## src/hdl/gfbd_pkg.sv

```systemverilog
`timescale 1ns / 1ps
// ----------------------------------------------------------------------------
// gfbd_pkg
// shared types, widths and constants of the gated frequency band detector
// ----------------------------------------------------------------------------
package gfbd_pkg;

    localparam int STEP_BITS      = 10;
    localparam int EDGE_BITS      = 4;
    localparam int HZ_BITS        = 25;
    localparam int GATE_BITS      = 10;
    localparam int COUNT_BITS     = 15;
    localparam int ELAPSED_BITS   = 24;
    localparam int COUNT_LIMIT    = 30000;
    localparam int SCALE_BITS     = 20;
    localparam int GATE_US_BITS   = GATE_BITS + 10;
    localparam int NUM_BITS       = COUNT_BITS + SCALE_BITS;
    localparam int DIV_CNT_BITS   = $clog2(NUM_BITS);
    localparam int US_PER_S       = 1000000;
    localparam int US_PER_MS      = 1000;
    localparam int HZ_MAX         = 30000000;
    localparam int JOB_DEPTH      = 2;
    localparam int JOB_AW         = $clog2(JOB_DEPTH);
    localparam int CFG_INDEX_BITS = 3;
    localparam int CFG_DATA_BITS  = 25;

    // register indexes
    localparam logic [CFG_INDEX_BITS-1:0] CFG_ENABLE       = 3'd0;
    localparam logic [CFG_INDEX_BITS-1:0] CFG_GATE_TIME_MS = 3'd1;
    localparam logic [CFG_INDEX_BITS-1:0] CFG_LOW_MIN_HZ   = 3'd2;
    localparam logic [CFG_INDEX_BITS-1:0] CFG_LOW_MAX_HZ   = 3'd3;
    localparam logic [CFG_INDEX_BITS-1:0] CFG_HIGH_MIN_HZ  = 3'd4;
    localparam logic [CFG_INDEX_BITS-1:0] CFG_HIGH_MAX_HZ  = 3'd5;

    typedef struct packed {
        logic [STEP_BITS-1:0] step_us;
        logic [EDGE_BITS-1:0] edge_count;
        logic                 switch_high;
    } t_in_item;

    typedef struct packed {
        logic [HZ_BITS-1:0] frequency_hz;
        logic               low_band;
        logic               beacon_detected;
        logic               switch_level;
    } t_out_item;

    typedef struct packed {
        logic [COUNT_BITS-1:0]   pulse_total;
        logic [ELAPSED_BITS-1:0] elapsed_us;
        logic                    switch_high;
    } t_job;

    typedef struct packed {
        logic                 enable;
        logic [GATE_BITS-1:0] gate_time_ms;
        logic [HZ_BITS-1:0]   low_min_hz;
        logic [HZ_BITS-1:0]   low_max_hz;
        logic [HZ_BITS-1:0]   high_min_hz;
        logic [HZ_BITS-1:0]   high_max_hz;
    } t_cfg;

endpackage

```

## src/hdl/gfbd_front.sv

```systemverilog
`timescale 1ns / 1ps
// ----------------------------------------------------------------------------
// gfbd_front
// accumulates edges and gate time per item, hands finished gates to the queue
// ----------------------------------------------------------------------------
module gfbd_front (
    input  logic             i_clk,
    input  logic             i_rst_n,
    input  logic             i_push,
    input  gfbd_pkg::t_in_item i_item,
    input  gfbd_pkg::t_cfg   i_cfg,
    input  logic             i_job_full,
    output logic             o_job_push,
    output gfbd_pkg::t_job   o_job
);
    import gfbd_pkg::*;

    logic [COUNT_BITS-1:0]   r_pulse;
    logic [ELAPSED_BITS-1:0] r_elapsed;
    logic [COUNT_BITS-1:0]   n_pulse;
    logic [ELAPSED_BITS-1:0] n_elapsed;
    logic [COUNT_BITS:0]     pulse_sum;
    logic [ELAPSED_BITS:0]   elapsed_sum;
    logic [GATE_US_BITS-1:0] gate_us;
    logic                    accept;
    logic                    gate_end;

    assign accept = i_push && !i_job_full;

    always_comb begin
        pulse_sum   = {1'b0, r_pulse} + (COUNT_BITS+1)'(i_item.edge_count);
        elapsed_sum = {1'b0, r_elapsed} + (ELAPSED_BITS+1)'(i_item.step_us);
        if (pulse_sum > (COUNT_BITS+1)'(COUNT_LIMIT)) begin
            n_pulse = COUNT_BITS'(COUNT_LIMIT);
        end else begin
            n_pulse = pulse_sum[COUNT_BITS-1:0];
        end
        if (elapsed_sum[ELAPSED_BITS]) begin
            n_elapsed = '1;
        end else begin
            n_elapsed = elapsed_sum[ELAPSED_BITS-1:0];
        end
        gate_us  = GATE_US_BITS'(i_cfg.gate_time_ms) * GATE_US_BITS'(US_PER_MS);
        gate_end = i_cfg.enable && (n_elapsed >= ELAPSED_BITS'(gate_us));
    end

    assign o_job_push        = accept && gate_end;
    assign o_job.pulse_total = n_pulse;
    assign o_job.elapsed_us  = n_elapsed;
    assign o_job.switch_high = i_item.switch_high;

    always_ff @(posedge i_clk) begin
        if (!i_rst_n) begin
            r_pulse   <= '0;
            r_elapsed <= '0;
        end else if (accept) begin
            if (gate_end) begin
                r_pulse   <= '0;
                r_elapsed <= '0;
            end else begin
                r_pulse   <= n_pulse;
                r_elapsed <= n_elapsed;
            end
        end
    end

endmodule

```

## src/hdl/gfbd_job_queue.sv

```systemverilog
`timescale 1ns / 1ps
// ----------------------------------------------------------------------------
// gfbd_job_queue
// short queue of finished gates between front and back
// ----------------------------------------------------------------------------
module gfbd_job_queue (
    input  logic           i_clk,
    input  logic           i_rst_n,
    input  logic           i_push,
    input  gfbd_pkg::t_job i_data,
    output logic           o_full,
    input  logic           i_pop,
    output logic           o_empty,
    output gfbd_pkg::t_job o_data
);
    import gfbd_pkg::*;

    t_job              r_mem [JOB_DEPTH];
    logic [JOB_AW-1:0] r_wr_ptr;
    logic [JOB_AW-1:0] r_rd_ptr;
    logic [JOB_AW:0]   r_count;
    logic              do_push;
    logic              do_pop;

    assign o_full  = (r_count == (JOB_AW+1)'(JOB_DEPTH));
    assign o_empty = (r_count == '0);
    assign do_push = i_push && !o_full;
    assign do_pop  = i_pop && !o_empty;
    assign o_data  = r_mem[r_rd_ptr];

    always_ff @(posedge i_clk) begin
        if (do_push) begin
            r_mem[r_wr_ptr] <= i_data;
        end
    end

    always_ff @(posedge i_clk) begin
        if (!i_rst_n) begin
            r_wr_ptr <= '0;
            r_rd_ptr <= '0;
            r_count  <= '0;
        end else begin
            if (do_push) begin
                r_wr_ptr <= (r_wr_ptr == JOB_AW'(JOB_DEPTH-1)) ? '0 : r_wr_ptr + 1'b1;
            end
            if (do_pop) begin
                r_rd_ptr <= (r_rd_ptr == JOB_AW'(JOB_DEPTH-1)) ? '0 : r_rd_ptr + 1'b1;
            end
            if (do_push && !do_pop) begin
                r_count <= r_count + 1'b1;
            end else if (do_pop && !do_push) begin
                r_count <= r_count - 1'b1;
            end
        end
    end

endmodule

```

## src/hdl/gfbd_back.sv

```systemverilog
`timescale 1ns / 1ps
// ----------------------------------------------------------------------------
// gfbd_back
// scales the edge count, divides by the elapsed time, saturates and checks the window
// ----------------------------------------------------------------------------
module gfbd_back (
    input  logic              i_clk,
    input  logic              i_rst_n,
    input  logic              i_job_empty,
    input  gfbd_pkg::t_job    i_job,
    output logic              o_job_pop,
    input  gfbd_pkg::t_cfg    i_cfg,
    input  logic              i_pop,
    output logic              o_empty,
    output gfbd_pkg::t_out_item o_item
);
    import gfbd_pkg::*;

    typedef enum logic [2:0] {
        ST_IDLE,
        ST_MUL,
        ST_DIV,
        ST_SAT,
        ST_FIN
    } t_state;

    t_state                  r_state;
    logic [COUNT_BITS-1:0]   r_count;
    logic [ELAPSED_BITS-1:0] r_div;
    logic                    r_sw;
    logic [NUM_BITS-1:0]     r_quo;
    logic [ELAPSED_BITS-1:0] r_rem;
    logic [DIV_CNT_BITS-1:0] r_bit;
    logic [HZ_BITS-1:0]      r_hz;
    t_out_item               r_out;
    logic                    r_out_valid;

    logic [ELAPSED_BITS:0]   trial;
    logic                    trial_ge;
    logic [ELAPSED_BITS:0]   trial_diff;
    logic [HZ_BITS-1:0]      win_lo;
    logic [HZ_BITS-1:0]      win_hi;
    logic                    out_free;

    assign o_job_pop = (r_state == ST_IDLE) && !i_job_empty;
    assign o_empty   = !r_out_valid;
    assign o_item    = r_out;
    assign out_free  = !r_out_valid || i_pop;

    always_comb begin
        trial      = {r_rem, r_quo[NUM_BITS-1]};
        trial_ge   = trial >= {1'b0, r_div};
        trial_diff = trial - {1'b0, r_div};
        win_lo     = r_sw ? i_cfg.low_min_hz  : i_cfg.high_min_hz;
        win_hi     = r_sw ? i_cfg.low_max_hz  : i_cfg.high_max_hz;
    end

    always_ff @(posedge i_clk) begin
        if (!i_rst_n) begin
            r_state     <= ST_IDLE;
            r_out_valid <= 1'b0;
        end else begin
            // in the finishing state a popped item is replaced right away
            if (i_pop && r_out_valid && (r_state != ST_FIN)) begin
                r_out_valid <= 1'b0;
            end
            case (r_state)
                ST_IDLE: begin
                    if (!i_job_empty) begin
                        r_count <= i_job.pulse_total;
                        r_div   <= i_job.elapsed_us;
                        r_sw    <= i_job.switch_high;
                        r_state <= ST_MUL;
                    end
                end
                ST_MUL: begin
                    r_quo   <= NUM_BITS'(r_count) * NUM_BITS'(US_PER_S);
                    r_rem   <= '0;
                    r_bit   <= DIV_CNT_BITS'(NUM_BITS-1);
                    r_state <= ST_DIV;
                end
                ST_DIV: begin
                    // restoring divide, one quotient bit per cycle
                    r_rem <= trial_ge ? trial_diff[ELAPSED_BITS-1:0]
                                      : trial[ELAPSED_BITS-1:0];
                    r_quo <= {r_quo[NUM_BITS-2:0], trial_ge};
                    if (r_bit == '0) begin
                        r_state <= ST_SAT;
                    end else begin
                        r_bit <= r_bit - 1'b1;
                    end
                end
                ST_SAT: begin
                    if (r_div == '0) begin
                        r_hz <= '0;
                    end else if (r_quo > NUM_BITS'(HZ_MAX)) begin
                        r_hz <= HZ_BITS'(HZ_MAX);
                    end else begin
                        r_hz <= r_quo[HZ_BITS-1:0];
                    end
                    r_state <= ST_FIN;
                end
                ST_FIN: begin
                    if (out_free) begin
                        r_out.frequency_hz    <= r_hz;
                        r_out.low_band        <= r_sw;
                        r_out.beacon_detected <= (r_hz >= win_lo) && (r_hz <= win_hi);
                        r_out.switch_level    <= r_sw;
                        r_out_valid           <= 1'b1;
                        r_state               <= ST_IDLE;
                    end else if (i_pop && r_out_valid) begin
                        r_out_valid <= 1'b0;
                    end
                end
                default: begin
                    r_state <= ST_IDLE;
                end
            endcase
        end
    end

endmodule

```

## src/hdl/gated_frequency_band_detector.sv

```systemverilog
`timescale 1ns / 1ps
// ----------------------------------------------------------------------------
// gated_frequency_band_detector
// gated edge counter that reports frequency in hertz and a band window match
// ----------------------------------------------------------------------------
// The block takes one time-base item per clock cycle: push is accepted in any
// cycle where full is low, and full rises only while two finished gates are
// still waiting for the divider. Every item adds its microseconds and edges to
// the gate counters; when enabled and the gate time is reached, the totals
// go into a two-entry job queue and the counters clear. The back end works
// on one gate at a time (taking the job, one scaling multiply, a 35-step
// bit-serial restoring divide, saturation, window compare) and takes the
// next job only once the last result is written, so gates that end faster
// than it finishes fill the queue and stall the input. The result sits in
// an output register until popped while the front keeps counting.
module gated_frequency_band_detector (
    input  logic                                i_clk,
    input  logic                                i_rst_n,
    // input item side
    input  logic                                push,
    output logic                                full,
    input  gfbd_pkg::t_in_item                  i_item,
    // result item side
    output logic                                empty,
    input  logic                                pop,
    output gfbd_pkg::t_out_item                 o_item,
    // configuration writes
    input  logic                                i_cfg_we,
    input  logic [gfbd_pkg::CFG_INDEX_BITS-1:0] i_cfg_index,
    input  logic [gfbd_pkg::CFG_DATA_BITS-1:0]  i_cfg_data
);
    import gfbd_pkg::*;

    t_cfg r_cfg;
    logic job_push;
    t_job job_in;
    logic job_full;
    logic job_pop;
    logic job_empty;
    t_job job_out;

    // configuration registers, plain writes, unknown indexes dropped
    always_ff @(posedge i_clk) begin
        if (!i_rst_n) begin
            r_cfg.enable       <= 1'b0;
            r_cfg.gate_time_ms <= GATE_BITS'(50);
            r_cfg.low_min_hz   <= HZ_BITS'(0);
            r_cfg.low_max_hz   <= HZ_BITS'(4000);
            r_cfg.high_min_hz  <= HZ_BITS'(6000);
            r_cfg.high_max_hz  <= HZ_BITS'(12000);
        end else if (i_cfg_we) begin
            case (i_cfg_index)
                CFG_ENABLE:       r_cfg.enable       <= i_cfg_data[0];
                CFG_GATE_TIME_MS: r_cfg.gate_time_ms <= i_cfg_data[GATE_BITS-1:0];
                CFG_LOW_MIN_HZ:   r_cfg.low_min_hz   <= i_cfg_data[HZ_BITS-1:0];
                CFG_LOW_MAX_HZ:   r_cfg.low_max_hz   <= i_cfg_data[HZ_BITS-1:0];
                CFG_HIGH_MIN_HZ:  r_cfg.high_min_hz  <= i_cfg_data[HZ_BITS-1:0];
                CFG_HIGH_MAX_HZ:  r_cfg.high_max_hz  <= i_cfg_data[HZ_BITS-1:0];
                default: begin
                end
            endcase
        end
    end

    // input stalls only when the job queue cannot take a finished gate
    assign full = job_full;

    // front: gate counters and gate-end detection
    gfbd_front u_front (
        .i_clk      (i_clk),
        .i_rst_n    (i_rst_n),
        .i_push     (push),
        .i_item     (i_item),
        .i_cfg      (r_cfg),
        .i_job_full (job_full),
        .o_job_push (job_push),
        .o_job      (job_in)
    );

    // finished gates waiting for the divider
    gfbd_job_queue u_job_queue (
        .i_clk   (i_clk),
        .i_rst_n (i_rst_n),
        .i_push  (job_push),
        .i_data  (job_in),
        .o_full  (job_full),
        .i_pop   (job_pop),
        .o_empty (job_empty),
        .o_data  (job_out)
    );

    // back: frequency computation and window check, holds the result item
    gfbd_back u_back (
        .i_clk       (i_clk),
        .i_rst_n     (i_rst_n),
        .i_job_empty (job_empty),
        .i_job       (job_out),
        .o_job_pop   (job_pop),
        .i_cfg       (r_cfg),
        .i_pop       (pop),
        .o_empty     (empty),
        .o_item      (o_item)
    );

endmodule

```

## config.mk

```make
export PLATFORM = sky130hd
export DESIGN_NAME = gated_frequency_band_detector
export DESIGN_NICKNAME = d
export VERILOG_FILES = /design/src/hdl/gfbd_pkg.sv /design/src/hdl/gfbd_front.sv /design/src/hdl/gfbd_job_queue.sv /design/src/hdl/gfbd_back.sv /design/src/hdl/gated_frequency_band_detector.sv
export SDC_FILE = /design/constraint.sdc
export NUM_CORES = 1
export LEC_CHECK = 0
export BUFFER_PORTS_ARGS = -buffer_cell sky130_fd_sc_hd__buf_2
export CORE_MARGIN = 8
export CORE_UTILIZATION = 35
export DETAILED_ROUTE_END_ITERATION = 7
export GPL_TIMING_DRIVEN = 0
export PLACE_DENSITY = 0.47
export SKIP_LAST_GASP = 1
export SLEW_MARGIN = 20
export SYNTH_ARGS = -nofsm -noshare
export SYNTH_HDL_FRONTEND = slang
export SYNTH_SLANG_ARGS = --single-unit
```

## constraint.sdc

```tcl
create_clock -name i_clk -period 9.17 [get_ports i_clk]
set_input_delay 2.2925 -clock i_clk [delete_from_list [all_inputs] [get_ports i_clk]]
set_output_delay 2.2925 -clock i_clk [all_outputs]
set_load 0.1 [all_outputs]
```

### Word level (Yosys, flattened, before mapping)

Memories as Yosys holds them, arrays and structs flattened. A register that Yosys moved wholly into a read port is not among the register bits.
Cells that the tools add are included.
W data, S select, Z words.

* register bits: 275
* bits in writable memories: 80
* input port bits: 48
* logic and storage cells: 117
* memories: 1

Memory list
* u_job_queue.r_mem: depth 2, bits a word 40, rd ports 1, clocked after Yosys merged registers in 1, write ports 1, line gfbd_job_queue.sv:18 `t_job r_mem [JOB_DEPTH];`

* $add $sub $neg: 8
* multipliers: 2
* order comparisons: 6
* equal/unequal tests: 15
* multiplexer cells: 26
* bitwise operators: 1
* reduce and logical (&&, ||, !) cells: 37

Operators by type and width (number)
* $mux W25: 3
* $mux W24: 3
* $pmux W35 S2: 1
* $pmux W24 S2: 1
* $gt A35 B25 Y1 const B: 1
* $mux W15: 2
* $mul A15 B14 Y29 const B: 1
* $add A24 B10 Y25: 1
* $ge A25 B24 Y1: 1
* $ge A25 B25 Y1: 1
* $le A25 B25 Y1: 1
* $ge A24 B20 Y1: 1
* $logic_not A24 Y1: 1
* $sub A24 B24 Y24: 1
* $mul A10 B7 Y17 const B: 1
* $add A15 B4 Y16: 1
* $gt A16 B15 Y1 const B: 1
* $reduce_and A2 Y1: 8
* $pmux W3 S5: 1
* $eq A3 B2 Y1 const B: 4
* $pmux W6 S2: 1
* $reduce_and A3 Y1: 4
* $logic_and A1 B1 Y1: 11
* $eq A3 B3 Y1 const B: 3
* other kinds (21): 41

### Longest topological paths before layout

Gate-level depths: netlist of run 1.

* depth in word-level cells: 10
* mapped depth: 28
* mapped depth without buffers: 27

### Modules after synthesis

From an unflattened synthesis of run 1, not the netlist that was laid out.

* cells, all modules: 2376
* area total of the unflattened synthesis: 25124.1 um2

By module, submodules not included
* gfbd_back: times used 1, cells each 1179, area each 12694.7 um2, seq. area each 4794.6 um2
* gfbd_front: times used 1, cells each 642, area each 5074.9 um2, seq. area each 780.7 um2
* gated_frequency_band_detector: times used 1, cells each 406, area each 4247.8 um2, seq. area each 2222.1 um2
* gfbd_job_queue: times used 1, cells each 149, area each 3106.7 um2, seq. area each 2502.4 um2

### Worst setup path before layout of run 1

OpenSTA, ideal clock, no wires.

* kind: input to register
* start: in i_item[10] in the netlist's numbering
* end: mem u_job_queue.r_mem[0][0] in the netlist's numbering, enable pin
* data arrival time: 8.057 ns
* required time: 8.683 ns
* slack: 0.626 ns
* cell stages on the path: 16
* cells stage by stage: ha_1 a21o_1 or3_1 o21ai_1 a211o_1 buf_2 buf_1 nand2_1 ha_1 nand4_1 nor4bb_1 a311o_1 a21o_1 a211oi_4 buf_4 nor3_1

RTL lines
* start, declared: line gated_frequency_band_detector.sv:22 `input gfbd_pkg::t_in_item i_item,`
* end, declared: line gfbd_job_queue.sv:18

==> impl_metrics.py, run 1 <==
metrics = {
    "status": {
        "outcome": "completed",
    },
    "sta": {
        "max_freq_mhz": 135,
        "worst-slew-pin-transition_ns": 1.06,
        "period_needed_ns": 7.41,
        "finalCritPeriodShare": 0.808,
        "finalMaxSlewViolations": 0,
        "fin_worst_skew_ns": 0.0259,
        "hold_violations": 0,
        "setup_viol": 0,
        "rsz0062_at_grt": "false",
        "setup_tns_ns": 0,
        "relSlewSlack": 0.294,
    },
    "final_layout": {
        "layout_commonest_cell": "nand2_1",
        "fillers": 6713,
        "fin_nets": 2885,
        "area_delta_synth_final_pct": 13.0,
        "layout_common_cells": "nand2_1 (362), ha_1 (250), edfxtp_1 (237), a21oi_1 (202), inv_1 (166)",
        "diodes": 0,
        "stdcell_count": 3421,
        "finish.utilization": 0.398,
        "drive_above_1_share": 0.0910,
    },
    "worst_setup_path": {
        "crit_start": "i_item[10]",
        "rrSetupSlack_ns": 2.16,
        "crit_end": "u_job_queue.r_count[1]$_SDFFE_PN0P_",
        "reg2reg_depth": 25,
        "worstPathArrival_ns": 7.90,
        "crit_path_end_kind": "flop",
        "crit_type": "in -> reg",
        "crit_fanout": 10,
        "timing.rr.start": "r_cfg[100]$_SDFFE_PN0P_",
        "crit_path_start_kind": "input pin",
        "required_ns": 9.66,
        "r2r_end": "u_job_queue.r_count[1]$_SDFFE_PN0P_",
    },
    "cts": {
        "cts_resized": 0,
        "hold_buffers": 0,
        "clock_latency_ns": 0.58,
        "cts_tree": "built",
        "clk_pin_slew_ns": 0.06,
        "cts-root-buf": "clkbuf_16",
        "clkSinkCount": 395,
        "clockBufferDepth": 3,
        "h-tree-depth": 2,
        "numCtsBuffers": 46,
        "cts_setup_buffers": 0,
    },
    "drt": {
        "num_vias": 17300,
        "first_pass_iters": 5,
        "antenna_left": 0,
        "drt_wl_total_um": 63100,
        "routed.top_layer": "met4",
        "wl_per_cell_um": 18.4,
        "drc": 0,
        "wl_met3_um": 2460,
        "wl_met1_um": 29100,
        "routed_via_density": 5.05,
        "initialDrtViolationCount": 990,
        "wl_met2_um": 29700,
    },
    "die": {
        "core_um2": 68300,
        "num_rows": 96,
        "initial_core_util": 0.352,
        "die-width_um": 278,
        "num_io_pins": 78,
        "die_h_um": 278,
        "die-area_um2": 77400,
    },
    "yosys": {
        "synth_cell_types": 73,
        "seq_area_frac_synth": 0.427,
        "syn-num-nets": 2752,
        "synth-edff-count": 237,
        "synth-async-reset-ratio": 0,
        "ys.warnings.count": 0,
        "syn_area_um2": 24100,
        "syn_inst": 2371,
        "ys.flop_type": "edfxtp_1",
        "syn_avg_cell_area_um2": 10.1,
        "ys_ff_latch": 395,
    },
    "worst_hold_path": {
        "hold_path_depth": 2,
        "hp-class": "reg -> reg",
    },
    "placement": {
        "hpwlAfterDp_um": 50100,
        "globalplace.congestion": 0.852,
        "place_inst": 3338,
        "io_buffers": 76,
    },
    "grt": {
        "grt_max_degree": 29,
        "grt_pass1_wl_um": 99900,
        "grt_pass1_vias": 17800,
        "antenna_found_initial": 1,
        "track_usage": 0.161,
        "overflow": 0,
    },
    "power_and_ir_drop": {
        "ir_drop_mv": 0.418,
        "leakagePower_nw": 11.1,
        "p_per_area_nw_per_um2": 378,
        "p_total_mw": 10.3,
    },
    "flow_run": {
        "drv_cap": 0,
    },
}
[layer usage]
layer	track usage	vias up
met2	0.273	290
li1	-	8598
met4	0.0489	0
met3	0.0244	93
met1	0.211	8300
met5	0	-
[through the flow]
step | setup WS (ns) | hold WS (ns) | instance area (um^2)
after floorplan | 0.626 | 0.424 | 24100
after global placement | -1.98 | 0.441 | 25500
after detailed placement | 1.17 | 0.447 | 25700
after CTS | 1.80 | 0.455 | 27200
after global routing | 1.51 | 0.475 | 27200
final | 1.76 | 0.455 | 27200
[critical path, stage by stage]
cell and delay [ns]:
buf_2 0.11, ha_1 0.34, a21o_1 0.21, or3_1 0.32, o21ai_1 0.37, a211o_1 0.18, buf_2 0.22, buf_1 0.40
nand2_1 0.21, ha_1 0.33, nor2b_1 0.13, o21a_1 0.16, o21a_1 0.17, o21a_1 0.16, a311o_1 0.37, a21o_1 0.23
a211oi_4 0.43, buf_6 0.22, nor2_1 0.13, ha_1 0.36, or3_1 0.37, a21oi_1 0.15
[how the worst min path moves through the flow]
stage	slack, ns	to	startpoint
detailed placement	0.45	r_cfg[38]$_SDFFE_PN0P_	r_cfg[38]$_SDFFE_PN0P_
floorplan	0.42	u_back.o_item[2]$_DFFE_PP_	u_back.r_sw$_DFFE_PP_
global route	0.48	r_cfg[74]$_SDFFE_PN0P_	r_cfg[74]$_SDFFE_PN0P_
finish	0.45	r_cfg[98]$_SDFFE_PN0P_	r_cfg[98]$_SDFFE_PN0P_
CTS	0.45	r_cfg[38]$_SDFFE_PN0P_	r_cfg[38]$_SDFFE_PN0P_
global placement	0.44	r_cfg[45]$_SDFFE_PN0P_	r_cfg[45]$_SDFFE_PN0P_
[where the power goes]
part | total, mW | switching (mW) | internal (mW)
Combinational | 5.96 | 3.42 | 2.54
Sequential | 2.52 | 0.160 | 2.36
Clock | 1.79 | 0.747 | 1.04
[kinds of logic after synthesis]
logic type,count (synthesis),synth area share
mux,113,0.0494
compound gates,437,0.113
buf+inv,254,0.0409
simple gates,753,0.139
fa+ha+maj,334,0.200
xor+xnor,85,0.0309
flops,395,0.427
[cells in the mapped netlist, types with 6 or more instances]
library cell | number | area, um^2
nor3_1 | 23 | 115
mux2i_1 | 67 | 671
a21oi_1 | 202 | 1010
buf_1 | 14 | 52.6
mux2_2 | 46 | 518
ha_1 | 250 | 3130
a21o_1 | 37 | 278
nor2b_1 | 20 | 125
xnor2_1 | 38 | 333
nand2b_1 | 13 | 81.3
a21boi_0 | 7 | 52.6
nand2_1 | 362 | 1360
inv_1 | 166 | 623
o21bai_1 | 9 | 67.6
buf_2 | 6 | 30.0
and3_1 | 23 | 144
edfxtp_1 | 237 | 7120
xor2_1 | 47 | 412
o21ai_0 | 61 | 305
or2_2 | 6 | 37.5
a31oi_1 | 7 | 43.8
dfxtp_1 | 158 | 3160
a211oi_1 | 12 | 90.1
o21a_1 | 24 | 180
nor2_1 | 146 | 548
nor4_1 | 14 | 87.6
nand4_1 | 24 | 150
clkbuf_1 | 61 | 229
nand3_1 | 74 | 370
and2_1 | 25 | 156
a22o_1 | 7 | 61.3
fa_1 | 83 | 1660
or3_1 | 6 | 37.5
o211ai_1 | 12 | 90.1
[layout make-up]
type | count | area, um^2 | area share
plain buffers | 87 | 358 | 0.0132
multi-input cells | 1722 | 12800 | 0.472
well taps | 882 | 1100 | 0.0406
flip-flops and latches | 395 | 10300 | 0.378
inverters | 167 | 627 | 0.0231
clock inverters | 20 | 180 | 0.00663
clock buffers | 63 | 1290 | 0.0474
repair buffers | 85 | 524 | 0.0193
[state kept, by name, indices dropped and copies added (netlist names), 24 cells and up]
signal and flops:
r_cfg 111, u_back.o_item 27, u_back.r_div 24, u_back.r_hz 25, u_back.r_quo 35, u_back.r_rem 24, u_front.r_elapsed 24, u_job_queue.r_mem 80
Power figures use the tool's default switching activity.
==> inputs of run 2 (changes only) <==
Settings changed: PLACE_DENSITY 0.47 to 0.49.
Clock period 9.17 ns to 6.5 ns, I/O delays scaled along.
==> run 2 against run 1 <==
Compared with the run above:
- clock skew is 0.0015 ns lower
- first-iteration DRC count is 2.0% lower
- register-to-register slack worse by 1.9 ns
- final cell count is 0.32% higher
- critical path type is now reg -> reg
- highest routed layer unchanged
==> impl_metrics.py, run 2 (synthesis gave the netlist of run 1 again) <==
metrics = {
    "sta": {
        "finalCritPeriodShare": 0.966,
        "rsz0062_at_grt": "true",
        "setup_viol": 0,
        "fin_worst_skew_ns": 0.0244,
        "max_freq_mhz": 159,
        "period_needed_ns": 6.28,
        "relSlewSlack": 0.281,
        "hold_violations": 0,
        "fin_ws_ns": 0.223,
        "worst-slew-pin-transition_ns": 1.08,
        "finalMaxSlewViolations": 0,
    },
    "cts": {
        "clock_latency_ns": 0.58,
        "cts_tree": "built",
        "h-tree-depth": 2,
        "cts-root-buf": "clkbuf_16",
        "clk_pin_slew_ns": 0.06,
        "hold_buffers": 0,
        "clockBufferDepth": 3,
        "clkSinkCount": 395,
        "numCtsBuffers": 46,
    },
    "worst_setup_path": {
        "worstPathArrival_ns": 6.77,
        "required_ns": 6.99,
        "crit_path_end_kind": "flop",
        "crit_path_start_kind": "flop",
        "crit_type": "reg -> reg",
        "crit_fanout": 6,
    },
    "power_and_ir_drop": {
        "power.switching_mw": 6.18,
        "p_per_area_nw_per_um2": 538,
        "ir_drop_mv": 0.600,
        "power_switching_share": 0.417,
        "p_clk_frac": 0.188,
        "p_comb_frac": 0.572,
        "p_seq_frac": 0.240,
        "leakagePower_nw": 11.3,
        "p_int_mw": 8.63,
    },
    "drt": {
        "antenna_left": 0,
        "wl_per_cell_um": 18.5,
        "initialDrtViolationCount": 970,
        "drc": 0,
        "drt_wl_total_um": 63500,
        "first_pass_iters": 5,
        "routed_via_density": 5.08,
        "num_vias": 17400,
    },
    "status": {
        "outcome": "completed",
    },
    "die": {
        "die_h_um": 278,
        "initial_core_util": 0.352,
        "num_rows": 96,
        "die-width_um": 278,
        "num_io_pins": 78,
        "core_um2": 68300,
        "die-area_um2": 77400,
    },
    "final_layout": {
        "seqCellArea_um2": 10300,
        "area_delta_synth_final_pct": 14.4,
        "fin_nets": 2893,
        "diodes": 0,
        "fillers": 6651,
        "drive_above_1_share": 0.105,
        "largest_register": "r_cfg",
        "fin_area_um2": 27500,
        "multi_input_area_um2": 12900,
        "layout_commonest_cell": "nand2_1",
        "top_regs": "r_cfg x111, u_job_queue.r_mem x80, u_back.r_quo x35",
        "largest_reg_flops": 111,
        "layout_common_cells": "nand2_1 (362), ha_1 (249), edfxtp_1 (237), a21oi_1 (200), inv_1 (163)",
    },
    "grt": {
        "grt_pass1_wl_um": 99700,
        "antenna_found_initial": 1,
        "grt_max_degree": 30,
        "track_usage": 0.161,
        "overflow": 0,
        "grt_pass1_vias": 17800,
    },
    "placement": {
        "hpwlAfterDp_um": 49300,
        "globalplace.congestion": 0.860,
        "place_ws_ns": -0.793,
        "placed_area_um2": 25700,
        "io_buffers": 76,
    },
    "flow_run": {
        "drv_cap": 0,
    },
    "worst_hold_path": {
        "hp-class": "reg -> reg",
    },
}
[run 2: cell types whose count changed in the layout (fill, tap and decap cells not counted), sizes merged]
| cell | change |
|---|---|
| buf | +7 |
| clkbuf | -1 |
| bufinv | +6 |
| inv | +2 |
| clkinv | -3 |
[run 2: repair_timing]
item,4_1_cts,5_1_grt
gates cloned,0,0
endpoints found under the setup margin,82,74
pin swaps,2,15
resized for setup,13,15
setup buffers,5,6
[run 2: worst paths after layout]
| check | start | to | slack [ns] | cells after the start |
|---|---|---|---|---|
| setup reg to reg | r_cfg[102]$_SDFFE_PN0P_ | u_job_queue.r_count[1]$_SDFFE_PN0P_ | 0.22 | 27 |
| hold reg to reg | r_cfg[1]$_SDFFE_PN0P_ | r_cfg[1]$_SDFFE_PN0P_ | 0.45 | 2 |
| hold / removal | r_cfg[1]$_SDFFE_PN0P_ | r_cfg[1]$_SDFFE_PN0P_ | 0.45 | 2 |
| setup / recovery | r_cfg[102]$_SDFFE_PN0P_ | u_job_queue.r_count[1]$_SDFFE_PN0P_ | 0.22 | 27 |
[run 2: through the flow]
step / total power [mW] / instances / hold WS, ns / TNS (ns) / utilization
floorplan: 10.0 / 2371 / 0.424 / 0 / -
global placement: 12.0 / 3329 / 0.441 / -129.05 / 0.374
detailed placement: 12.0 / 3335 / 0.446 / -47.12 / 0.376
CTS: 14.9 / 3426 / 0.455 / 0 / 0.401
global route: 16.2 / 3432 / 0.470 / -0.0901 / 0.402
finish: 14.8 / 3432 / 0.455 / 0 / 0.402
[run 2: routing by layer]
| layer | vias up | routed length [um] | GRT usage |
|---|---|---|---|
| met3 | 56 | 2610 | 0.0219 |
| li1 | 8629 | - | - |
| met2 | 348 | 30400 | 0.275 |
| met1 | 8416 | 29400 | 0.214 |
| met5 | - | 0 | 0 |
| met4 | 0 | 1050 | 0.0366 |
[run 2: worst max-delay path, cell delays in order (launching register included)]
cell and delay [ns]:
dfxtp_4 0.38, fa_2 0.61, fa_1 0.43, inv_1 0.08, fa_1 0.43, fa_1 0.52, inv_1 0.04, ha_1 0.31
inv_1 0.09, o21ai_0 0.09, a21o_1 0.20, a21oi_2 0.14, inv_1 0.05, a21oi_1 0.16, xor2_1 0.21, ha_1 0.28
a21o_1 0.18, a21o_1 0.16, a21oi_1 0.14, o21ai_0 0.12, a21o_1 0.19, a211oi_4 0.33, buf_6 0.16, nor2_2 0.08
ha_4 0.19, xor2_1 0.14, or3_1 0.31, a21oi_1 0.15
[run 2: power by group through the flow]
| stage | sequential, mW | combinational [mW] | clock, mW |
|---|---|---|---|
| finish | 3.55 | 8.48 | 2.79 |
| detailed placement | 3.61 | 8.36 | 0 |
| floorplan | 3.53 | 6.50 | 0 |
| global placement | 3.63 | 8.33 | 0 |
| CTS | 3.56 | 8.50 | 2.85 |
| global route | 3.59 | 9.63 | 2.94 |
[run 2: cell type report]
class                   instances  area share
plain buffers                  87      0.0133
repair buffers                 93      0.0224
well taps                     882      0.0401
clock buffers                  61      0.0461
clock inverters                25      0.0132
inverters                     167      0.0228
flip-flops and latches        395       0.374
multi-input cells            1722       0.468
==> inputs of run 3 (changes only) <==
Settings changed: CORE_MARGIN 8 to not set.
==> run 3 against run 2 <==
Compared with the run above:
- wire length is 1.3% lower
- critical path type unchanged
- hold slack got worse by 0.0021 ns
- via count fell by 1.2%
- clock skew decreased by 0.012 ns
==> impl_metrics.py, run 3 (synthesis gave the netlist of run 1 again) <==
metrics = {
    "cts": {
        "clock_latency_ns": 0.57,
        "clockBufferDepth": 3,
        "clk_pin_slew_ns": 0.06,
        "h-tree-depth": 2,
        "cts-root-buf": "clkbuf_16",
        "clkSinkCount": 395,
        "cts_tree": "built",
        "numCtsBuffers": 44,
        "hold_buffers": 0,
    },
    "final_layout": {
        "finish.utilization": 0.402,
        "fin_nets": 2886,
        "top_regs": "r_cfg x111, u_job_queue.r_mem x80, u_back.r_quo x35",
        "diodes": 0,
        "area_delta_synth_final_pct": 13.1,
        "fin_area_um2": 27200,
        "layout_common_cells": "nand2_1 (362), ha_1 (249), edfxtp_1 (237), a21oi_1 (198), inv_1 (162)",
        "layout_commonest_cell": "nand2_1",
        "largest_reg_flops": 111,
        "drive_above_1_share": 0.100,
        "largest_register": "r_cfg",
    },
    "sta": {
        "max_freq_mhz": 160,
        "fin_ws_ns": 0.232,
        "setup_viol": 0,
        "period_needed_ns": 6.27,
        "setup_tns_ns": 0,
        "hold_violations": 0,
        "relSlewSlack": 0.252,
        "finalMaxSlewViolations": 0,
        "rsz0062_at_grt": "false",
        "worst-slew-pin-transition_ns": 1.12,
        "fin_worst_skew_ns": 0.0125,
        "finalCritPeriodShare": 0.964,
    },
    "die": {
        "initial_core_util": 0.356,
        "die_h_um": 264,
        "num_io_pins": 78,
        "die-area_um2": 69800,
        "core_um2": 67600,
        "die-width_um": 264,
        "num_rows": 95,
    },
    "grt": {
        "antenna_found_initial": 0,
        "track_usage": 0.180,
        "grt_pass1_vias": 17500,
        "grt_pass1_wl_um": 98400,
        "overflow": 0,
        "grt_max_degree": 29,
    },
    "worst_setup_path": {
        "crit_path_start_kind": "flop",
        "crit_fanout": 6,
        "cp_slowest_cell": "fa_2",
        "crit_type": "reg -> reg",
        "crit_path_end_kind": "flop",
        "crit_path_max_incr_delay_ns": 0.61,
        "required_ns": 6.98,
        "worstPathArrival_ns": 6.75,
    },
    "drt": {
        "wl_met3_um": 2020,
        "drt_wl_total_um": 62600,
        "wl_met2_um": 29800,
        "initialDrtViolationCount": 969,
        "wl_per_cell_um": 18.4,
        "routed_via_density": 5.05,
        "drc": 0,
        "routed.top_layer": "met4",
        "num_vias": 17200,
        "first_pass_iters": 5,
        "antenna_left": 0,
        "wl_met1_um": 29400,
    },
    "placement": {
        "globalplace.congestion": 0.850,
        "placed_area_um2": 25700,
        "io_buffers": 76,
        "hpwlAfterDp_um": 48300,
        "place_ws_ns": -0.879,
    },
    "power_and_ir_drop": {
        "leakagePower_nw": 11.1,
        "p_seq_frac": 0.245,
        "p_clk_frac": 0.171,
        "power.switching_mw": 6.08,
        "p_comb_frac": 0.583,
        "p_per_area_nw_per_um2": 530,
        "ir_drop_mv": 0.520,
        "power_switching_share": 0.421,
        "p_int_mw": 8.35,
    },
    "status": {
        "outcome": "completed",
    },
    "flow_run": {
        "drv_cap": 0,
    },
    "worst_hold_path": {
        "hp-class": "reg -> reg",
    },
}
run 3: cell count changes in the layout (fill, tap and decap cells not counted), moves of 2 or more:
cell / before / now
clkbuf_8: 6 / 3
bufinv_16: 8 / 3
a21oi_2: 3 / 5
dfxtp_2: 1 / 3
a21oi_1: 200 / 198
inv_6: 3 / 0
clkinv_1: 0 / 7
buf_12: 4 / 2
buf_4: 11 / 8
run 3: power by group through the flow:
stage	sequential [mW]	combinational (mW)	clock (mW)
final	3.54	8.42	2.47
after CTS	3.55	8.46	2.53
after global placement	3.62	8.28	0
after detailed placement	3.61	8.32	0
after floorplan	3.53	6.50	0
after global routing	3.58	9.74	2.63
run 3: what timing repair did:
item,CTS,global route
pin swaps,13,9
setup buffers,3,1
setup endpoints to repair,81,81
resized for setup,22,7
hold endpoints to repair,0,0
gates cloned,0,1
run 3: final cells by class:
type | instances | area (um^2)
plain buffers | 87 | 359
clock buffers | 58 | 1200
clock inverters | 22 | 193
fillers | 6588 | 40400
inverters | 167 | 627
multi-input cells | 1723 | 12900
flip-flops and latches | 395 | 10300
well taps | 873 | 1090
repair buffers | 87 | 551
run 3: worst max-delay path, delay by kind of cell (launching register included):
kind / cells / cell delay [ns]
AND/OR/NAND/NOR: 2 / 0.37
adder cells (fa/ha/maj): 7 / 2.78
XOR/XNOR: 2 / 0.33
AO/OA/AOI/OAI: 11 / 1.91
flip-flops: 1 / 0.37
buffers and inverters: 5 / 0.43
run 3: worst paths after layout:
path	cells past startpoint	slack, ns	start	endpoint
max	27	0.23	r_cfg[102]$_SDFFE_PN0P_	u_job_queue.r_count[1]$_SDFFE_PN0P_
max reg2reg	27	0.23	r_cfg[102]$_SDFFE_PN0P_	u_job_queue.r_count[1]$_SDFFE_PN0P_
min reg2reg	2	0.45	r_cfg[14]$_SDFFE_PN0P_	r_cfg[14]$_SDFFE_PN0P_
min	2	0.45	r_cfg[14]$_SDFFE_PN0P_	r_cfg[14]$_SDFFE_PN0P_
run 3: through the flow:
step	hold WS (ns)	instances	power, mW
finish	0.453	3412	14.4
global route	0.472	3412	16.0
CTS	0.454	3410	14.6
detailed placement	0.446	3327	11.9
global placement	0.441	3320	11.9
floorplan	0.424	2371	10.0
run 3: per-layer routing:
layer | GRT usage | up-vias
li1 | - | 8613
met1 | 0.241 | 8263
met2 | 0.305 | 286
met3 | 0.0205 | 78
met4 | 0.0493 | 0
met5 | 0 | -
